===== src/power_switch_controller_unit_macros.svh =====
// ----------------------------------------------------------------------------
// Power switch controller assertion macros
// Concurrent assertion helpers shared by the controller RTL files.
// ----------------------------------------------------------------------------
`ifndef POWER_SWITCH_CONTROLLER_UNIT_MACROS_SVH
`define POWER_SWITCH_CONTROLLER_UNIT_MACROS_SVH

`ifndef SYNTH

// Same-cycle implication, checked outside reset.
`define PSC_ASSERT_IMP(lbl, clk, rstn, ante, cons) \
    lbl: assert property (@(posedge clk) disable iff (!(rstn)) (ante) |-> (cons)) \
        else $error("assertion failed: same-cycle implication");

// Next-cycle implication, checked outside reset.
`define PSC_ASSERT_NXT(lbl, clk, rstn, ante, cons) \
    lbl: assert property (@(posedge clk) disable iff (!(rstn)) (ante) |=> (cons)) \
        else $error("assertion failed: next-cycle implication");

`else

`define PSC_ASSERT_IMP(lbl, clk, rstn, ante, cons)
`define PSC_ASSERT_NXT(lbl, clk, rstn, ante, cons)

`endif

`endif


===== src/psc_pkg.sv =====
// ----------------------------------------------------------------------------
// Power switch controller package
// Shared types, register map and constants of the power switch controller.
// ----------------------------------------------------------------------------
`timescale 1ns / 1ps
`default_nettype none

package psc_pkg;

    // Counter widths.
    localparam int WAIT_BITS  = 14;
    localparam int PRESS_BITS = 16;

    // Register field widths.
    localparam int CFG_PRESS_W = 16;
    localparam int CFG_WAIT_W  = 14;

    localparam int WAIT_CMP_W  = (WAIT_BITS > CFG_WAIT_W) ? WAIT_BITS : CFG_WAIT_W;
    localparam int PRESS_CMP_W = (PRESS_BITS > CFG_PRESS_W) ? PRESS_BITS : CFG_PRESS_W;

    localparam int APB_ADDR_W = 4;
    localparam int APB_DATA_W = 32;

    // Register reset values.
    localparam logic [CFG_PRESS_W-1:0] RST_PRESS_OFF     = CFG_PRESS_W'(2000);
    localparam logic [CFG_WAIT_W-1:0]  RST_TURN_ON_DELAY = CFG_WAIT_W'(5000);
    localparam logic [CFG_WAIT_W-1:0]  RST_SHUTDOWN_WAIT = CFG_WAIT_W'(10000);
    localparam logic                   RST_CLEAR_PRECHG  = 1'b1;

    typedef enum logic [1:0] {
        REG_PRESS_OFF      = 2'd0,
        REG_TURN_ON_DELAY  = 2'd1,
        REG_SHUTDOWN_WAIT  = 2'd2,
        REG_CLEAR_PRECHG   = 2'd3
    } reg_idx_t;

    typedef enum logic [2:0] {
        PH_BOOTED  = 3'd0,
        PH_DELAY   = 3'd1,
        PH_RELEASE = 3'd2,
        PH_ON      = 3'd3,
        PH_DOWN    = 3'd4
    } phase_t;

    typedef enum logic [1:0] {
        BRIGHT_OFF     = 2'd0,
        BRIGHT_HALF    = 2'd1,
        BRIGHT_FULL    = 2'd2,
        BRIGHT_INITIAL = 2'd3
    } bright_t;

    typedef struct packed {
        logic [CFG_PRESS_W-1:0] press_off_ticks;
        logic [CFG_WAIT_W-1:0]  turn_on_delay_ticks;
        logic [CFG_WAIT_W-1:0]  shutdown_wait_ticks;
        logic                   clear_precharge_on_off;
    } cfg_t;

    typedef struct packed {
        logic    power_hold;
        logic    precharge_on;
        bright_t brightness_level;
        logic    bus_shutdown_pulse;
        phase_t  phase_code;
    } result_t;

endpackage

`default_nettype wire


===== src/psc_seq.sv =====
// ----------------------------------------------------------------------------
// Power switch sequencer
// Holds the power sequence state and advances it by one tick per word.
// ----------------------------------------------------------------------------
`timescale 1ns / 1ps
`default_nettype none

`include "power_switch_controller_unit_macros.svh"

module psc_seq (
    input  wire logic            aclk,
    input  wire logic            aresetn,
    input  wire logic            tick_en,
    input  wire logic            button_pressed,
    input  wire psc_pkg::cfg_t   cfg,
    output psc_pkg::result_t     res
);
    import psc_pkg::*;

    localparam logic [WAIT_BITS-1:0]  WAIT_MAX  = '1;
    localparam logic [PRESS_BITS-1:0] PRESS_MAX = '1;

    phase_t                phase_reg, phase_next;
    logic [WAIT_BITS-1:0]  wait_count_reg, wait_count_next;
    logic [PRESS_BITS-1:0] press_count_reg, press_count_next;
    logic                  hold_reg, hold_next;
    logic                  precharge_reg, precharge_next;
    bright_t               bright_reg, bright_next;
    logic                  pulse;

    logic [WAIT_BITS-1:0]  wait_inc;
    logic                  delay_done;
    logic                  down_done;
    logic [PRESS_BITS-1:0] press_upd;

    always_comb begin
        wait_inc = (wait_count_reg == WAIT_MAX) ? wait_count_reg
                                                : wait_count_reg + WAIT_BITS'(1);
        delay_done = (WAIT_CMP_W'(wait_inc) >= WAIT_CMP_W'(cfg.turn_on_delay_ticks))
                     || (wait_inc == WAIT_MAX);
        down_done  = (WAIT_CMP_W'(wait_count_reg) >= WAIT_CMP_W'(cfg.shutdown_wait_ticks))
                     || (wait_count_reg == WAIT_MAX);
        if (button_pressed) begin
            press_upd = (press_count_reg == PRESS_MAX) ? press_count_reg
                                                       : press_count_reg + PRESS_BITS'(1);
        end else begin
            press_upd = '0;
        end
    end

    always_comb begin
        phase_next       = phase_reg;
        wait_count_next  = wait_count_reg;
        press_count_next = press_count_reg;
        hold_next        = hold_reg;
        precharge_next   = precharge_reg;
        bright_next      = bright_reg;
        pulse            = 1'b0;

        unique case (phase_reg)
            PH_BOOTED: begin
                phase_next = PH_DELAY;
            end
            PH_DELAY: begin
                if (delay_done) begin
                    precharge_next  = 1'b1;
                    wait_count_next = '0;
                    phase_next      = PH_RELEASE;
                end else begin
                    wait_count_next = wait_inc;
                end
            end
            PH_RELEASE: begin
                hold_next = 1'b1;
                if (!button_pressed) begin
                    phase_next = PH_ON;
                end
            end
            PH_ON: begin
                press_count_next = press_upd;
                bright_next      = button_pressed ? BRIGHT_FULL : BRIGHT_HALF;
                if (PRESS_CMP_W'(press_upd) > PRESS_CMP_W'(cfg.press_off_ticks)) begin
                    wait_count_next = '0;
                    phase_next      = PH_DOWN;
                end
            end
            PH_DOWN: begin
                // The first tick of a shutdown is marked by a zero wait count.
                if (wait_count_reg == '0) begin
                    bright_next     = BRIGHT_OFF;
                    hold_next       = 1'b0;
                    if (cfg.clear_precharge_on_off) begin
                        precharge_next = 1'b0;
                    end
                    pulse           = 1'b1;
                    wait_count_next = WAIT_BITS'(1);
                end else if (down_done) begin
                    hold_next       = 1'b1;
                    wait_count_next = '0;
                    phase_next      = PH_DELAY;
                end else begin
                    wait_count_next = wait_count_reg + WAIT_BITS'(1);
                end
            end
            default: begin
                phase_next = PH_BOOTED;
            end
        endcase

        res.power_hold         = hold_next;
        res.precharge_on       = precharge_next;
        res.brightness_level   = bright_next;
        res.bus_shutdown_pulse = pulse;
        res.phase_code         = phase_next;
    end

    always_ff @(posedge aclk) begin
        if (!aresetn) begin
            phase_reg       <= PH_BOOTED;
            wait_count_reg  <= '0;
            press_count_reg <= '0;
            hold_reg        <= 1'b1;
            precharge_reg   <= 1'b0;
            bright_reg      <= BRIGHT_INITIAL;
        end else if (tick_en) begin
            phase_reg       <= phase_next;
            wait_count_reg  <= wait_count_next;
            press_count_reg <= press_count_next;
            hold_reg        <= hold_next;
            precharge_reg   <= precharge_next;
            bright_reg      <= bright_next;
        end
    end

    `PSC_ASSERT_IMP(a_pulse_only_in_down, aclk, aresetn, pulse, (phase_reg == PH_DOWN) && (wait_count_reg == '0))
    `PSC_ASSERT_IMP(a_hold_low_while_waiting, aclk, aresetn, (phase_reg == PH_DOWN) && (wait_count_reg != '0), !hold_reg)
    `PSC_ASSERT_NXT(a_release_sets_hold, aclk, aresetn, tick_en && (phase_reg == PH_RELEASE), hold_reg)

endmodule

`default_nettype wire


===== src/power_switch_controller_unit.sv =====
// A taken word's result is registered in the output or, on a stall, the skid register.
// One word per cycle while s_ready is high; a two-entry output stage keeps it high under one stall.
// s_ready drops only while both the output register and the skid register hold words.
// Reset: synchronous, active low; the sequence restarts in the booted phase with power held on
// and all configuration registers back at their defaults.
// ----------------------------------------------------------------------------
// Power switch controller
// Tick-driven power sequencer with an APB register port and a buffered result channel.
// ----------------------------------------------------------------------------
`timescale 1ns / 1ps
`default_nettype none

`include "power_switch_controller_unit_macros.svh"

module power_switch_controller_unit (
    input  wire logic                          aclk,
    input  wire logic                          aresetn,
    // APB register port
    input  wire logic                          psel,
    input  wire logic                          penable,
    input  wire logic                          pwrite,
    input  wire logic [psc_pkg::APB_ADDR_W-1:0] paddr,
    input  wire logic [psc_pkg::APB_DATA_W-1:0] pwdata,
    output logic      [psc_pkg::APB_DATA_W-1:0] prdata,
    output logic                               pready,
    // Input word
    input  wire logic                          s_valid,
    output logic                               s_ready,
    input  wire logic                          s_button_pressed,
    // Result word
    output logic                               m_valid,
    input  wire logic                          m_ready,
    output logic                               m_power_hold,
    output logic                               m_precharge_on,
    output logic      [1:0]                    m_brightness_level,
    output logic                               m_bus_shutdown_pulse,
    output logic      [2:0]                    m_phase_code
);
    import psc_pkg::*;

    cfg_t     cfg_reg;
    reg_idx_t reg_idx;
    logic     cfg_wr;

    logic     in_accept;
    result_t  res;
    result_t  out_reg;
    result_t  skid_reg;
    logic     out_valid_reg;
    logic     skid_valid_reg;

    assign pready  = 1'b1;
    assign reg_idx = reg_idx_t'(paddr[3:2]);
    assign cfg_wr  = psel && penable && pwrite;

    always_ff @(posedge aclk) begin
        if (!aresetn) begin
            cfg_reg.press_off_ticks        <= RST_PRESS_OFF;
            cfg_reg.turn_on_delay_ticks    <= RST_TURN_ON_DELAY;
            cfg_reg.shutdown_wait_ticks    <= RST_SHUTDOWN_WAIT;
            cfg_reg.clear_precharge_on_off <= RST_CLEAR_PRECHG;
        end else if (cfg_wr) begin
            unique case (reg_idx)
                REG_PRESS_OFF:     cfg_reg.press_off_ticks     <= pwdata[CFG_PRESS_W-1:0];
                REG_TURN_ON_DELAY: cfg_reg.turn_on_delay_ticks <= pwdata[CFG_WAIT_W-1:0];
                REG_SHUTDOWN_WAIT: cfg_reg.shutdown_wait_ticks <= pwdata[CFG_WAIT_W-1:0];
                REG_CLEAR_PRECHG:  cfg_reg.clear_precharge_on_off <= pwdata[0];
                default: ;
            endcase
        end
    end

    always_comb begin
        unique case (reg_idx)
            REG_PRESS_OFF:     prdata = APB_DATA_W'(cfg_reg.press_off_ticks);
            REG_TURN_ON_DELAY: prdata = APB_DATA_W'(cfg_reg.turn_on_delay_ticks);
            REG_SHUTDOWN_WAIT: prdata = APB_DATA_W'(cfg_reg.shutdown_wait_ticks);
            REG_CLEAR_PRECHG:  prdata = APB_DATA_W'(cfg_reg.clear_precharge_on_off);
            default:           prdata = '0;
        endcase
    end

    assign s_ready   = !skid_valid_reg;
    assign in_accept = s_valid && s_ready;

    psc_seq u_seq (
        .aclk           (aclk),
        .aresetn        (aresetn),
        .tick_en        (in_accept),
        .button_pressed (s_button_pressed),
        .cfg            (cfg_reg),
        .res            (res)
    );

    // The skid register catches a word that arrives while the output word is stalled.
    always_ff @(posedge aclk) begin
        if (!aresetn) begin
            out_valid_reg  <= 1'b0;
            skid_valid_reg <= 1'b0;
        end else if (!out_valid_reg || m_ready) begin
            if (skid_valid_reg) begin
                out_valid_reg  <= 1'b1;
                skid_valid_reg <= 1'b0;
            end else begin
                out_valid_reg  <= in_accept;
            end
        end else if (in_accept) begin
            skid_valid_reg <= 1'b1;
        end
    end

    always_ff @(posedge aclk) begin
        if (!out_valid_reg || m_ready) begin
            if (skid_valid_reg) begin
                out_reg <= skid_reg;
            end else if (in_accept) begin
                out_reg <= res;
            end
        end else if (in_accept) begin
            skid_reg <= res;
        end
    end

    assign m_valid              = out_valid_reg;
    assign m_power_hold         = out_reg.power_hold;
    assign m_precharge_on       = out_reg.precharge_on;
    assign m_brightness_level   = out_reg.brightness_level;
    assign m_bus_shutdown_pulse = out_reg.bus_shutdown_pulse;
    assign m_phase_code         = out_reg.phase_code;

    `PSC_ASSERT_IMP(a_skid_needs_output, aclk, aresetn, skid_valid_reg, out_valid_reg)
    `PSC_ASSERT_NXT(a_stall_fills_skid, aclk, aresetn, out_valid_reg && !m_ready && in_accept, skid_valid_reg && out_valid_reg)

endmodule

`default_nettype wire


===== config.mk =====
export PLATFORM = sky130hd
export DESIGN_NAME = power_switch_controller_unit
export DESIGN_NICKNAME = d
export VERILOG_FILES = /design/src/psc_pkg.sv /design/src/psc_seq.sv /design/src/power_switch_controller_unit.sv
export VERILOG_INCLUDE_DIRS = /design/src /design/src/src
export SDC_FILE = /design/constraint.sdc
export NUM_CORES = 1
export LEC_CHECK = 0
export BUFFER_PORTS_ARGS = -buffer_cell sky130_fd_sc_hd__buf_2
export CAP_MARGIN = 25
export CORE_UTILIZATION = 60
export CTS_BUF_LIST = sky130_fd_sc_hd__clkbuf_8
export CTS_CLUSTER_SIZE = 40
export DETAILED_ROUTE_END_ITERATION = 16
export GPL_TIMING_DRIVEN = 0
export PLACE_DENSITY_LB_ADDON = 0.08
export SLEW_MARGIN = 10
export SYNTH_ARGS = -nofsm -noshare
export SYNTH_HDL_FRONTEND = slang
export SYNTH_SLANG_ARGS = --single-unit

===== constraint.sdc =====
create_clock -name aclk -period 5.69 [get_ports aclk]
set_input_delay 1.707 -clock aclk [delete_from_list [all_inputs] [get_ports aclk]]
set_output_delay 1.707 -clock aclk [all_outputs]
set_load 0.01 [all_outputs]

==> flow_metrics.py <==
metrics = {
    "outcome": {
        "status": "finished clean",
    },
    "drt": {
        "routed_wl_microns": 18900,
        "drcViolationCount": 0,
        "vias_per_cell": 6.04,
        "ant_nets": 0,
        "num_vias": 6419,
        "wl_per_cell_microns": 17.8,
        "dr.pass1.iters": 5,
        "drt_iter0_markers": 451,
    },
    "yosys": {
        "ys_top_cells_by_count": "nand2_1 (157), dfxtp_1 (84), a21oi_1 (80), inv_1 (54), nor2_1 (50)",
        "yosys.area_share.adder_pct": 8.96,
        "synth_top_family_by_area": "simple AND/OR/NAND/NOR gates",
        "netlist_area_sq_um": 6560,
        "synth_seq_cells": 100,
        "synthDistinctLibCells": 64,
        "synthCells": 846,
        "synthTopCellsByArea": "dfxtp_1 (26%), nand2_1 (9.0%), ha_1 (9.0%), edfxtp_1 (7.3%), a21oi_1 (6.1%)",
        "ys_seq_area_share_pct": 33.0,
        "synth-xor-area-share_pct": 2.67,
        "yosysTopAreaCell": "dfxtp_1",
        "synthMuxAreaShare_pct": 2.99,
        "synth_most_common_cell": "nand2_1",
        "yosys.area.top_type_share_pct": 25.6,
        "synthArstFlopShare_pct": 0,
        "yosysWarnings": 0,
        "synth_edf_count": 16,
        "synth_flop_cell": "dfxtp_1",
        "synth-compound-area-share_pct": 20.0,
        "yosys.area_share.simple_pct": 24.4,
        "syn_area_per_cell_sq_um": 7.76,
    },
    "job": {
        "maxCapViolCount": 0,
    },
    "sta": {
        "rsz0062_at_grt": "no",
        "hold_viol": 0,
        "fin_worst_skew_ns": 0.00829,
        "slew_headroom_pct": 36.5,
        "setup_viol": 0,
        "period_share_pct": 92.8,
        "period_minus_slack_ns": 5.28,
        "layout_setup_ws_ns": 0.410,
        "max_slew.worst_pin.slew_ns": 0.947,
        "fin_tns_setup_ns": 0,
        "maxSlewViolCount": 0,
        "fmax_mhz": 189,
    },
    "cells_and_area": {
        "drive_gt1_share_pct": 12.1,
        "n_fill_cell": 951,
        "fin_nets": 1013,
        "antenna_cells": 0,
        "largest_reg_flops": 45,
        "finish.utilization_pct": 69.1,
        "design_area_sq_um": 7230,
        "area_growth_pct": 10.2,
    },
    "clock_tree": {
        "htree_num_levels": 3,
        "cts_tree": "done",
        "cts_hold_buf": 0,
        "cts_resized": 0,
        "numCtsBuffers": 9,
        "clk_pin_slew_ns": 0.10,
        "clk_latency_ns": 0.39,
        "cts_setup_buffers": 0,
        "clock-sinks": 100,
        "clockBufferDepth": 2,
        "cts-root-buf": "clkbuf_8",
    },
    "worst_setup_path": {
        "crit_chain": "clkbuf_1 -> clkbuf_1 -> o31ai_1 -> a21oi_1 -> ha_1 -> nand2_1 -> or4_1 -> a21oi_1 -> o311ai_2 -> a21o_1 -> o31ai_2 -> buf_2 -> a311oi_1",
        "max_stage_delay_ns": 0.56,
        "critPathRequiredTime_ns": 5.95,
        "critPathSlowestCell": "or4_1",
        "end_kind": "register",
        "criticalPathCategory": "primary input to register",
        "ff2ff_setup_slack_ns": 0.69,
        "cp_top_family": "compound AO/OA/AOI/OAI gates",
        "reg2reg_depth": 18,
        "cp.arrival_ns": 5.54,
        "timing.rr.end": "u_seq.wait_count_reg[10]",
        "rr_startpoint": "u_seq.press_count_reg[0]",
        "cp_max_fo": 10,
        "critPathLaunchType": "primary input",
        "cp_num_buf_inv": 3,
    },
    "grt": {
        "track_usage_pct": 34.2,
        "grt_pass1_wl_microns": 29900,
        "globalRouteOverflowTotal": 0,
        "grt_max_degree": 17,
        "grt_pass1_vias": 6074,
        "antenna_found_initial": 0,
    },
    "placed_design": {
        "preCtsSetupSlack_ns": 0.157,
        "gp_congestion": 0.912,
        "dp_hpwl_microns": 14400,
        "portBuffers": 50,
        "placed_area_sq_um": 7040,
    },
    "floorplanning": {
        "floorplan.die_area_sq_um": 11400,
        "die_y_microns": 107,
        "coreArea_sq_um": 10500,
        "die_w_microns": 107,
        "rows": 37,
        "initial_utilization_pct": 62.7,
        "io_pins": 87,
    },
    "power": {
        "ir_drop_v": 0.000204,
        "power_density_nw_per_um2": 190,
        "power.total_uw": 1370,
        "power.static_leakage_uw": 0.00291,
    },
    "worst_hold_path": {
        "hold_start": "cfg_reg[44]",
        "worstHoldEndpoint": "cfg_reg[44]",
        "holdPathStages": 2,
        "hold_path.class": "register to register",
    },
}
==> layout make-up <==
class	instances	area (sq um)	share of cell area, %
Multi-Input combinational cell	645	3940	54.4
Sequential cell	100	2160	29.9
Buffer	61	313	4.33
Timing Repair Buffer	50	250	3.46
Inverter	55	206	2.86
Tap cell	136	170	2.35
Clock buffer	9	124	1.71
Clock inverter	7	67.6	0.935
==> how the worst max path moves through the flow <==
stage	from	endpoint	slack [ns]	depth (start not counted)
finish	s_button_pressed	u_seq.wait_count_reg[10]	0.41	13
global route	s_button_pressed	u_seq.wait_count_reg[10]	0.26	13
detailed placement	s_button_pressed	u_seq.wait_count_reg[6]	0.16	13
CTS	paddr[2]	prdata[9]	0.41	6
global placement	s_button_pressed	u_seq.wait_count_reg[8]	0.23	13
floorplan	paddr[2]	prdata[10]	1.03	4
==> per-stage QoR <==
step	hold WS, ns	cells
floorplan	0.436	861
global placement	0.447	1047
detailed placement	0.455	1047
CTS	0.469	1063
global route	0.485	1063
finish	0.463	1063
==> placed cells by master, fill, tap and decap left out, types with 26 or more instances in the layout <==
cell / netlist / final
nand3_1: 26 / 26
dfxtp_1: 84 / 84
inv_1: 54 / 56
a21oi_1: 80 / 80
buf_2: 4 / 54
ha_1: 47 / 47
clkbuf_1: 34 / 34
o21ai_0: 43 / 43
nand2_1: 157 / 157
nor2_1: 50 / 50
==> per-layer routing <==
layer | part of all wire [%] | track usage [%] | wire length [microns] | vias to the layer above
li1 | - | - | - | 3096
met1 | 44 | 44.4 | 8260 | 3016
met2 | 46 | 55.9 | 8640 | 265
met3 | 7.7 | 7.48 | 1460 | 42
met4 | 2.7 | 12.5 | 519 | 0
met5 | 0 | 0 | 0 | -
==> cells by family after synthesis <==
logic type | after synthesis
multiplexers | 18
buffers and inverters | 116
AO/OA/AOI/OAI | 206
XOR/XNOR | 20
AND/OR/NAND/NOR | 337
adder cells (fa/ha/maj) | 47
flip-flops | 100
other | 2
==> report_power, final <==
part / internal (uW) / switching, uW / total [uW]
Clock: 202 / 267 / 469
Sequential: 735 / 10.9 / 745
Combinational: 56.3 / 104 / 160
==> worst reg2reg max path, delay by kind of cell (launching register included) <==
| kind | cells | cell delay, ns |
|---|---|---|
| adders and majority gates | 2 | 0.48 |
| xor gates and xnor gates | 1 | 0.21 |
| DFF | 1 | 0.43 |
| AOI/OAI and AO/OA | 5 | 1.40 |
| buffers and inverters | 3 | 0.96 |
| and+or+nand+nor | 7 | 1.40 |
Note: power is estimated with default switching activity, not from simulation.
